[src/hdl/u8u16_pkg.sv]
// ----------------------------------------------------------------------------
// u8u16_pkg: shared types, constants and functions of the UTF-8 to UTF-16
// transcoder.
// ----------------------------------------------------------------------------
package u8u16_pkg;

	localparam logic [15:0] REPLACEMENT_CHAR = 16'hFFFD;
	localparam logic [15:0] HIGH_SURR_BASE   = 16'hD800;
	localparam logic [15:0] LOW_SURR_BASE    = 16'hDC00;
	localparam logic [31:0] SUPPLEMENT_BASE  = 32'h0001_0000;
	localparam int unsigned MAX_UNITS        = 3;

	typedef logic [1:0] unit_cnt_t;

	// Code units produced by one byte, packed from slot 0 upward.
	typedef struct packed {
		unit_cnt_t                       count;
		logic [MAX_UNITS-1:0][15:0]      units;
		logic                            eos;
	} unit_group_t;

	// Result of finishing one symbol.
	typedef struct packed {
		logic        pair;
		logic [15:0] hi;
		logic [15:0] lo;
	} finish_t;

	// Payload bits carried by a lead byte 0xC0..0xFF.
	function automatic logic [4:0] lead_payload(input logic [5:0] idx);
		logic [4:0] r;
		r = 5'd0;
		if (idx[5] == 1'b0) begin
			r = idx[4:0];
		end else if (idx[4] == 1'b0) begin
			r = {1'b0, idx[3:0]};
		end else if (idx[3] == 1'b0) begin
			r = {2'b00, idx[2:0]};
		end else if (idx[2] == 1'b0) begin
			r = {3'b000, idx[1:0]};
		end else if (idx[1] == 1'b0) begin
			r = {4'b0000, idx[0]};
		end
		return r;
	endfunction

	// Validate a finished symbol and split it into code units.
	function automatic finish_t finish_symbol(input logic [31:0] acc);
		finish_t     f;
		logic [31:0] v;
		logic [19:0] d;
		v = acc;
		if (v[31:7] == 25'd0 || v[31:11] == 21'h00001B || v[31:1] == 31'h0000_7FFF) begin
			v = {16'd0, REPLACEMENT_CHAR};
		end
		d      = v[19:0] - SUPPLEMENT_BASE[19:0];
		f.pair = (v[31:16] != 16'd0);
		if (f.pair) begin
			f.hi = HIGH_SURR_BASE + {6'd0, d[19:10]};
			f.lo = LOW_SURR_BASE + {6'd0, d[9:0]};
		end else begin
			f.hi = v[15:0];
			f.lo = 16'd0;
		end
		return f;
	endfunction

endpackage

[src/hdl/u8u16_if.sv]
// ----------------------------------------------------------------------------
// u8u16 channels: valid/ready interfaces for the byte input and the code unit
// output.
// ----------------------------------------------------------------------------
interface u8u16_byte_if;
	logic       valid;
	logic       ready;
	logic [7:0] in_byte;
	logic       last_byte;

	modport source (output valid, output in_byte, output last_byte, input ready);
	modport sink   (input valid, input in_byte, input last_byte, output ready);
endinterface

interface u8u16_unit_if;
	logic        valid;
	logic        ready;
	logic [15:0] code_unit;
	logic        last_of_run;
	logic        end_of_string;

	modport source (output valid, output code_unit, output last_of_run,
		output end_of_string, input ready);
	modport sink   (input valid, input code_unit, input last_of_run,
		input end_of_string, output ready);
endinterface

[src/hdl/utf8_to_utf16_transcoder.sv]
// ----------------------------------------------------------------------------
// utf8_to_utf16_transcoder: lenient UTF-8 byte stream to UTF-16 code units
// Path: a byte is registered in the input stage, then decoded into the unit buffer.
// Throughput: one byte per cycle while each byte yields at most one unit and
//   the output is not stalled; a byte yielding n > 1 units holds the input stage
//   until the single output port drains the unit buffer to its last unit.
// Reset: arst_n clears the stage valid, the unit buffer count and the symbol state.
// ----------------------------------------------------------------------------
module utf8_to_utf16_transcoder (
	input  logic         clk,
	input  logic         arst_n,
	u8u16_byte_if.sink   bytes,
	u8u16_unit_if.source units
);
	import u8u16_pkg::*;

	// Input stage: one registered byte transaction.
	logic        valid_s1;
	logic [7:0]  byte_s1;
	logic        last_s1;

	// Symbol state, updated when the staged byte moves into the unit buffer.
	logic        open_q;
	logic [31:0] acc_q;

	// Unit buffer: slot 0 is presented; pops shift the rest down.
	logic [MAX_UNITS-1:0][15:0] unit_q;
	unit_cnt_t                  cnt_q;
	logic                       eos_q;

	unit_group_t grp;
	logic        open_nxt;
	logic [31:0] acc_nxt;
	logic        pop;
	logic        load;
	logic        take;

	u8u16_decode u_decode (
		.open_q    (open_q),
		.acc_q     (acc_q),
		.in_byte   (byte_s1),
		.last_byte (last_s1),
		.grp       (grp),
		.open_nxt  (open_nxt),
		.acc_nxt   (acc_nxt)
	);

	// Output side: a unit leaves on every completed transaction.
	assign pop = units.valid && units.ready;

	// Load the next group when the buffer is empty or gives up its last unit.
	assign load = valid_s1 && ((cnt_q == 2'd0) || ((cnt_q == 2'd1) && pop));

	// Accept a byte whenever the stage is free or moves on this cycle.
	assign bytes.ready = !valid_s1 || load;
	assign take        = bytes.valid && bytes.ready;

	assign units.valid         = (cnt_q != 2'd0);
	assign units.code_unit     = unit_q[0];
	assign units.last_of_run   = (cnt_q == 2'd1);
	assign units.end_of_string = (cnt_q == 2'd1) && eos_q;

	always_ff @(posedge clk or negedge arst_n) begin
		if (!arst_n) begin
			valid_s1 <= 1'b0;
		end else if (take) begin
			valid_s1 <= 1'b1;
		end else if (load) begin
			valid_s1 <= 1'b0;
		end
	end

	// Payload of the input stage: hold until a new transaction arrives.
	always_ff @(posedge clk) begin
		if (take) begin
			byte_s1 <= bytes.in_byte;
			last_s1 <= bytes.last_byte;
		end
	end

	always_ff @(posedge clk or negedge arst_n) begin
		if (!arst_n) begin
			open_q <= 1'b0;
			acc_q  <= '0;
			cnt_q  <= '0;
		end else if (load) begin
			open_q <= open_nxt;
			acc_q  <= acc_nxt;
			cnt_q  <= grp.count;
		end else if (pop) begin
			cnt_q <= cnt_q - 2'd1;
		end
	end

	always_ff @(posedge clk) begin
		if (load) begin
			unit_q <= grp.units;
			eos_q  <= grp.eos;
		end else if (pop) begin
			// advance the remaining units toward the port
			unit_q <= {16'd0, unit_q[MAX_UNITS-1:1]};
		end
	end

endmodule

[src/hdl/u8u16_decode.sv]
// ----------------------------------------------------------------------------
// u8u16_decode: decode one byte against the symbol state
// Produces the group of code units caused by the byte and the next state.
// ----------------------------------------------------------------------------
module u8u16_decode (
	input  logic                   open_q,
	input  logic [31:0]            acc_q,
	input  logic [7:0]             in_byte,
	input  logic                   last_byte,
	output u8u16_pkg::unit_group_t grp,
	output logic                   open_nxt,
	output logic [31:0]            acc_nxt
);
	import u8u16_pkg::*;

	logic        is_cont;
	logic        is_lead;
	logic [31:0] acc_ext;
	logic [31:0] acc_lead;
	finish_t     fin_old;
	finish_t     fin_ext;
	finish_t     fin_lead;

	assign is_cont  = (in_byte[7:6] == 2'b10);
	assign is_lead  = (in_byte[7:6] == 2'b11);
	assign acc_ext  = {acc_q[25:0], in_byte[5:0]};
	assign acc_lead = {27'd0, lead_payload(in_byte[5:0])};
	assign fin_old  = finish_symbol(acc_q);
	assign fin_ext  = finish_symbol(acc_ext);
	assign fin_lead = finish_symbol(acc_lead);

	always_comb begin
		logic [MAX_UNITS-1:0][15:0] u;
		unit_cnt_t                  n;
		u        = '0;
		n        = '0;
		open_nxt = open_q;
		acc_nxt  = acc_q;
		if (open_q && is_cont) begin
			// extend the open symbol; finish it only at end of string
			acc_nxt = acc_ext;
			if (last_byte) begin
				u[n] = fin_ext.hi;
				n    = n + 2'd1;
				if (fin_ext.pair) begin
					u[n] = fin_ext.lo;
					n    = n + 2'd1;
				end
				open_nxt = 1'b0;
				acc_nxt  = '0;
			end
		end else begin
			if (open_q) begin
				u[n] = fin_old.hi;
				n    = n + 2'd1;
				if (fin_old.pair) begin
					u[n] = fin_old.lo;
					n    = n + 2'd1;
				end
			end
			if (is_lead) begin
				if (last_byte) begin
					u[n]     = fin_lead.hi;
					n        = n + 2'd1;
					open_nxt = 1'b0;
					acc_nxt  = '0;
				end else begin
					open_nxt = 1'b1;
					acc_nxt  = acc_lead;
				end
			end else begin
				u[n]     = {8'd0, in_byte};
				n        = n + 2'd1;
				open_nxt = 1'b0;
				acc_nxt  = '0;
			end
		end
		grp.units = u;
		grp.count = n;
		grp.eos   = last_byte;
	end

endmodule

[src/flat_wrapper.sv]
// flat-port wrapper written by rule: the top's interface ports become plain ports
module utf8_to_utf16_transcoder_flat import u8u16_pkg::*;
  (clk, arst_n, bytes_valid, bytes_in_byte, bytes_last_byte, bytes_ready, units_valid, units_code_unit, units_last_of_run, units_end_of_string, units_ready);
  u8u16_byte_if bytes_i ();
  u8u16_unit_if units_i ();
  input  logic clk;
  input  logic arst_n;
  input wire logic [$bits(bytes_i.valid)-1:0] bytes_valid;
  input wire logic [$bits(bytes_i.in_byte)-1:0] bytes_in_byte;
  input wire logic [$bits(bytes_i.last_byte)-1:0] bytes_last_byte;
  output wire logic [$bits(bytes_i.ready)-1:0] bytes_ready;
  output wire logic [$bits(units_i.valid)-1:0] units_valid;
  output wire logic [$bits(units_i.code_unit)-1:0] units_code_unit;
  output wire logic [$bits(units_i.last_of_run)-1:0] units_last_of_run;
  output wire logic [$bits(units_i.end_of_string)-1:0] units_end_of_string;
  input wire logic [$bits(units_i.ready)-1:0] units_ready;
  assign bytes_i.valid = bytes_valid;
  assign bytes_i.in_byte = bytes_in_byte;
  assign bytes_i.last_byte = bytes_last_byte;
  assign bytes_ready = bytes_i.ready;
  assign units_valid = units_i.valid;
  assign units_code_unit = units_i.code_unit;
  assign units_last_of_run = units_i.last_of_run;
  assign units_end_of_string = units_i.end_of_string;
  assign units_i.ready = units_ready;
  utf8_to_utf16_transcoder u_core (.clk(clk), .arst_n(arst_n), .bytes(bytes_i), .units(units_i));
endmodule
[config.mk]
export PLATFORM = sky130hd
export DESIGN_NAME = utf8_to_utf16_transcoder_flat
export DESIGN_NICKNAME = d
export VERILOG_FILES = /design/src/hdl/u8u16_pkg.sv /design/src/hdl/u8u16_if.sv /design/src/hdl/utf8_to_utf16_transcoder.sv /design/src/hdl/u8u16_decode.sv /design/src/flat_wrapper.sv
export SDC_FILE = /design/constraint.sdc
export NUM_CORES = 1
export LEC_CHECK = 0
export BUFFER_PORTS_ARGS = -buffer_cell sky130_fd_sc_hd__buf_2
export CAP_MARGIN = 10
export CORE_MARGIN = 2
export CORE_UTILIZATION = 35
export DETAILED_ROUTE_END_ITERATION = 8
export GPL_TIMING_DRIVEN = 1
export PLACE_DENSITY = 0.61
export SLEW_MARGIN = 20
export SYNTH_ARGS = -nofsm -noshare
export SYNTH_HDL_FRONTEND = slang
export SYNTH_SLANG_ARGS = --single-unit
export TNS_END_PERCENT = 20
[constraint.sdc]
create_clock -name clk -period 7 [get_ports clk]
set_input_delay 1.05 -clock clk [delete_from_list [all_inputs] [get_ports clk]]
set_output_delay 1.05 -clock clk [all_outputs]
set_load 0.05 [all_outputs]
== After elaboration in Yosys (flattened, before gate mapping) ==
Index checks and enable logic that the tools add are counted.
Storage, ports and cells
  register bits: 94
  latch bits: 0
  RAM bits: 0
  ROM bits: 0
  input bits: 13
  output and inout port bits: 20
  word-level logic and storage cells: 97
  memories: 0
Operators by class
  add/subtract/negate cells: 8
  multipliers: 0
  div/mod/pow operators: 0
  $lt $le $gt $ge: 2
  eq/ne operators: 8
  shifts and indexed selects: 0
  mux-type cells: 43
  bitwise logic cells: 3
  reductions and logical operators: 23
Operators with widths (count)
  $mux W32: 11
  $mux W48: 4
  $add A15 B11 Y16 const A: 4
  $mux W16: 4
  $eq A31 B15 Y1 const B: 2
  $logic_not A25 Y1: 2
  $bwmux W48: 1
  $or A30 B45 Y45: 1
  $eq A21 B5 Y1 const B: 2
  $sub A20 B17 Y20 const B: 2
  $demux W16 S2: 1
  $reduce_bool A16 Y1: 2
  $mux W5: 5
  $mux W2: 10
  $logic_and A1 B1 Y1: 7
  $mux W1: 7
  $logic_or A1 B1 Y1: 6
  $reduce_bool A2 Y1: 3
  $eq A2 B2 Y1 const B: 2
  $and A2 B3 Y3: 1
  $lt A2 B3 Y1 const B: 1
  $not A3 Y3: 1
  $add A2 B1 Y2 const B: 1
  $eq A2 B1 Y1 const B: 1
  other kinds (6): 6

== Depth between registers and ports, before layout ==
  word-level depth: 18
  depth in mapped cells: 12
  gate-level depth less buffers: 9

== Hierarchy ==
From an unflattened synthesis, not the netlist that was laid out.
Second synthesis, totals
  cell total of the unflattened synthesis: 515
  area total of the unflattened synthesis: 5684.2 um2
Modules (own cells, without submodules)
  utf8_to_utf16_transcoder: times used 1, cells each 221, area an instance 3985.1 um2, seq. area each 2642.5 um2
  u8u16_decode: times used 1, cells each 294, area an instance 1699.1 um2, seq. area each 0.0 um2

== Worst setup path after synthesis ==
Ideal clock, no wire load.
  path type: input to register
  start point: input units_ready
  end point: register u_core.acc_q[19]
  library setup time: 0.121 ns
  arrival: 2.626 ns
  slack: 4.253 ns
  stages: 9
  buffers on the path: 3
  path through: a21oi_1 -> nand2b_1 -> clkbuf_1 -> clkinv_1 -> nand3_1 -> nor2_1 -> clkbuf_1 -> buf_1 -> a22o_1
On the way
  word-level cells in the longest chain between the ends: 4
Ends and longest elaborated chain
  from (decl): RTL line flat_wrapper.sv:16  | input wire logic [$bits(units_i.ready)-1:0] units_ready;
  $logic_and A1 B1 Y1: RTL line utf8_to_utf16_transcoder.sv:49  | assign pop = units.valid && units.ready;
  $logic_and A1 B1 Y1: RTL line utf8_to_utf16_transcoder.sv:52  | assign load = valid_s1 && ((cnt_q == 2'd0) || ((cnt_q == 2'd1) && pop));
  $logic_or A1 B1 Y1: RTL line utf8_to_utf16_transcoder.sv:52
  $logic_and A1 B1 Y1: RTL line utf8_to_utf16_transcoder.sv:52
  to (signal assigned): RTL line utf8_to_utf16_transcoder.sv:88  | acc_q <= acc_nxt;
  to (decl): RTL line utf8_to_utf16_transcoder.sv:24  | logic [31:0] acc_q;
Every way passes these cells.
A chain may end at the register's enable or synchronous reset.

== Final worst setup path ==
  start point: register u_core.open_q
  end point: register u_core.unit_q[16] (netlist bit), data pin
On the way
  word-level cells in the longest chain between the ends: 11
Ends and longest elaborated chain
  from (decl): RTL line utf8_to_utf16_transcoder.sv:23  | logic open_q;
  from (signal assigned): RTL line utf8_to_utf16_transcoder.sv:87  | open_q <= open_nxt;
  $mux W2: RTL line u8u16_decode.sv:53  | if (open_q) begin
  $mux W2: RTL line u8u16_decode.sv:39  | if (open_q && is_cont) begin
  $lt A2 B3 Y1 (implied by the code) / $ge A2 B1 Y1 (equally long branches): RTL line u8u16_decode.sv:63, u8u16_decode.sv:72
  $logic_and A1 B1 Y1 (implied by the code): RTL line u8u16_decode.sv:63, u8u16_decode.sv:72
  $mux W16 (implied by the code): RTL line u8u16_decode.sv:63, u8u16_decode.sv:72
  $demux W16 S2: RTL line u8u16_decode.sv:63, u8u16_decode.sv:72
  $or A30 B45 Y45 (no source line)
  $mux W48: RTL line u8u16_decode.sv:62  | if (last_byte) begin
  $mux W48: RTL line u8u16_decode.sv:61  | if (is_lead) begin
  $mux W32 (*): RTL line u8u16_decode.sv:39
  $mux W48 (*): RTL line utf8_to_utf16_transcoder.sv:96  | if (load) begin
  to (signal assigned): RTL line utf8_to_utf16_transcoder.sv:97  | unit_q <= grp.units;
  to (signal assigned): RTL line utf8_to_utf16_transcoder.sv:101  | unit_q <= {16'd0, unit_q[MAX_UNITS-1:1]};
  to (decl): RTL line utf8_to_utf16_transcoder.sv:27  | logic [MAX_UNITS-1:0][15:0] unit_q;
Mark *: on every way between the ends. The rest lies on a longest branch, timed or not. The select of a mux whose other input is x is not followed.

==> flow_summary.yaml <==
cells_and_area:
  nets: 486
  final_layout_size_suffix_gt1_share_pct: 12.3
  insertedDiodeCount: 0
  multiInputGateArea_um2: 1970
  final_area_um2: 5010
  n_fill_cell: 1303
  layout.cells.non_filler: 645
  area_growth_pct: 9.33
  regArea_um2: 2310
grt:
  total_gr_overflow: 0
  grt.total_usage_pct: 20.5
  grt_max_degree: 63
  number_of_global_route_vias_before_repair: 3718
  number_of_antenna_violations_at_the_first_check_in_global_routing: 0
  grt_first_pass_wirelength_um: 21800
sta:
  slew-limit-headroom_pct: 23.3
  rsz0062_at_grt: "no"
  totalNegativeSetupSlack_ps: 0
  worst_clock_skew_ps: 8.72
  fmax_mhz: 293
  tightestPinTransition_ps: 1140
  finalSetupViolCount: 0
  min_period_ps: 3420
  finalHoldViolations: 0
  final_min_period_over_clock_period_pct: 48.8
  worst_hold_slack_ps: 505
  report.final.slew_viol_count: 0
synthesis:
  synth_area_um2: 4580
  share_of_synthesized_registers_carrying_an_async_set_or_reset_pct: 43.4
  synth.yosys.seq_area_share_pct: 50.4
  yosysTopAreaCellShare_pct: 30.8
  yosysTopAreaCell: "edfxtp_1"
  dominantRegCellSynth: "edfxtp_1"
  synth.distinct_cells: 59
  synth_seq_cells: 83
  synth.avg_cell_area_um2: 9.75
  synth_edf_count: 47
  synthesis.yosys.warnings: 0
  synthCells: 470
  yosys-top-cells-area: "edfxtp_1 31%, dfrtp_1 20%, o21ai_0 4.7%, a22o_1 4.6%, nand2_1 3.8%"
  syn-num-nets: 487
clock_network:
  post_cts_resize_count: 0
  cts.repair_timing.setup_buffer_count: 0
  ctsHtreeMaxLevel: 3
  clk-insertion-delay-late_ps: 350
  postCtsHoldBufs: 0
  clk_root_buf: "clkbuf_16"
  cts-buffers-inserted: 9
  clock_sink_count: 83
  max-clock-path-buffers: 2
  cts_tree: "yes"
  worst_setup_hold_path_clk_slew_ps: 60
routing:
  wl_um: 14000
  firstDrtPassIters: 5
  dr_total_vias: 3961
  ant_nets: 0
  drt-initial-drc-count: 557
  drcViolationCount: 0
  post_drt_via_cell_ratio: 6.14
  wl_per_cell_um: 21.8
power:
  total_power_mw: 2.31
  peakVddDrop_mv: 0.345
  pwr_density_cell_nw_per_um2: 460
  leakage_nw: 2.00
floorplanning:
  die-width_um: 118
  num_rows: 41
  io_pins: 33
  effective_utilization_at_floorplan_pct: 36.0
  chipHeight_um: 118
  die_area_um2: 14000
  std_cell_core_area_um2: 12700
placement:
  placed_wire_length_estimate_um: 9640
  dp.cells: 630
  buffer_ports.inserted: 32
  finalWeightedCongestion: 0.970
  postPlaceCellArea_um2: 4740
worst_hold_path:
  timing.hold.worst.class: "reg -> reg"
worst_setup_path:
  crit_path_end_kind: "flop"
  largest_fanout_of_any_net_on_the_critical_path: 24
  cp.required_ps: 7210
  setup.worst_path.start_class: "flop"
  worst-endpoint-arrival_ps: 3620
  timing.setup.critical_path_class: "reg -> reg"
status:
  outcome: "completed"
job:
  max_cap_violations: 0
[through the flow]
stage               util, %  setup WS (ps)
finish                 39.4           3580
global route           39.4           3450
CTS                    39.4           3750
detailed placement     37.2           3380
global placement       37.2           3570
floorplan                 -           4250
[Yosys cell counts (2+ instances only)]
cell type and count:
edfxtp_1 47, a21oi_1 26, a22o_1 24, nor3_1 10, inv_1 13, a211oi_1 3
a31oi_1 6, nand4_1 7, o31ai_1 3, o211ai_1 6, nand2_1 46, clkbuf_1 22
nand2b_1 5, or3_1 5, nor2b_1 2, nor4_1 4, mux2_2 3, ha_1 4
and3_1 5, nand4b_1 2, o41ai_1 8, xnor2_1 2, a22oi_1 9, or4_1 5
o22ai_1 2, buf_1 6, nor2_1 37, clkinv_1 2, and2_1 3, dfrtp_1 36
o2111ai_1 3, buf_4 17, mux2i_1 3, a311o_1 2, o21ai_0 43, xor2_1 3
o2111ai_2 2, nand3_1 23
[state kept, by name, summed over array words and instances, names as in the netlist]
signal / flops
u_core.last_s1: 1
u_core.cnt_q: 2
u_core.eos_q: 1
u_core.acc_q: 32
u_core.byte_s1: 8
u_core.valid_s1: 1
u_core.open_q: 1
u_core.unit_q: 21
u_core.units.code_unit: 16
[cell usage in the layout, fill, tap and decap left out, types with 4 or more instances in the layout]
| cell type | Yosys | final |
|---|---|---|
| o41ai_1 | 8 | 8 |
| a21oi_1 | 26 | 26 |
| nor4_1 | 4 | 4 |
| nor3_1 | 10 | 10 |
| and3_1 | 5 | 5 |
| a31oi_1 | 6 | 6 |
| buf_2 | 1 | 32 |
| a22o_1 | 24 | 24 |
| or3_1 | 5 | 5 |
| nand3_1 | 23 | 23 |
| ha_1 | 4 | 4 |
| dfrtp_1 | 36 | 36 |
| or4_1 | 5 | 5 |
| clkbuf_16 | 0 | 9 |
| o211ai_1 | 6 | 6 |
| nor2_1 | 37 | 37 |
| nand2_1 | 46 | 46 |
| a22oi_1 | 9 | 9 |
| inv_1 | 13 | 13 |
| nand4_1 | 7 | 7 |
| edfxtp_1 | 47 | 47 |
| o21ai_0 | 43 | 43 |
| nand2b_1 | 5 | 4 |
[power breakdown]
group,switching (mW),internal (mW),leakage [nW]
combinational,0.733,0.266,0.899
clock,0.181,0.272,0.137
sequential,0.142,0.713,0.964
[cell families after synthesis]
logic type / after synthesis / synth area share (%)
fa+ha+maj: 4 / 1.09
compound gates: 150 / 22.2
mux: 6 / 1.39
xor+xnor: 5 / 0.955
simple gates: 160 / 17.2
flops: 83 / 50.4
buf+inv: 62 / 6.66
[layout make-up]
cell class	instances	share of cell area, %
flip-flops and latches	83	46.1
multi-input cells	325	39.3
clock buffers	11	4.64
well taps	172	4.29
repair buffers	35	3.64
inverters	15	1.12
clock inverters	4	0.874
[routing by layer]
metal / wire (µm) / GRT usage, % / part of all wire (%)
met4: 445 / 8.41 / 3.2
met2: 6300 / 30.4 / 45
met1: 5980 / 27.8 / 43
met5: 0 / 0 / 0
met3: 1320 / 6.47 / 9.4
[worst paths after layout]
path / start / end / slack [ps] / cells past startpoint
min reg2reg: u_core.acc_q[26] / u_core.acc_q[26] / 510 / 1
min in group asynchronous: arst_n / u_core.acc_q[24] / 820 / 1
min: u_core.acc_q[26] / u_core.acc_q[26] / 510 / 1
max reg2reg: u_core.open_q / u_core.unit_q[16] / 3580 / 6
max in group asynchronous: arst_n / u_core.acc_q[0] / 5660 / 1
max: u_core.open_q / u_core.unit_q[16] / 3580 / 6
[worst max-delay path, cell delays in order, from the launching register on]
cell	delay, ps
dfrtp_1	840
clkinv_1	530
nor4_1	920
nand3_1	420
o21bai_1	360
nand2_1	100
nand3_1	100
(Power assumes the default switching activity.)
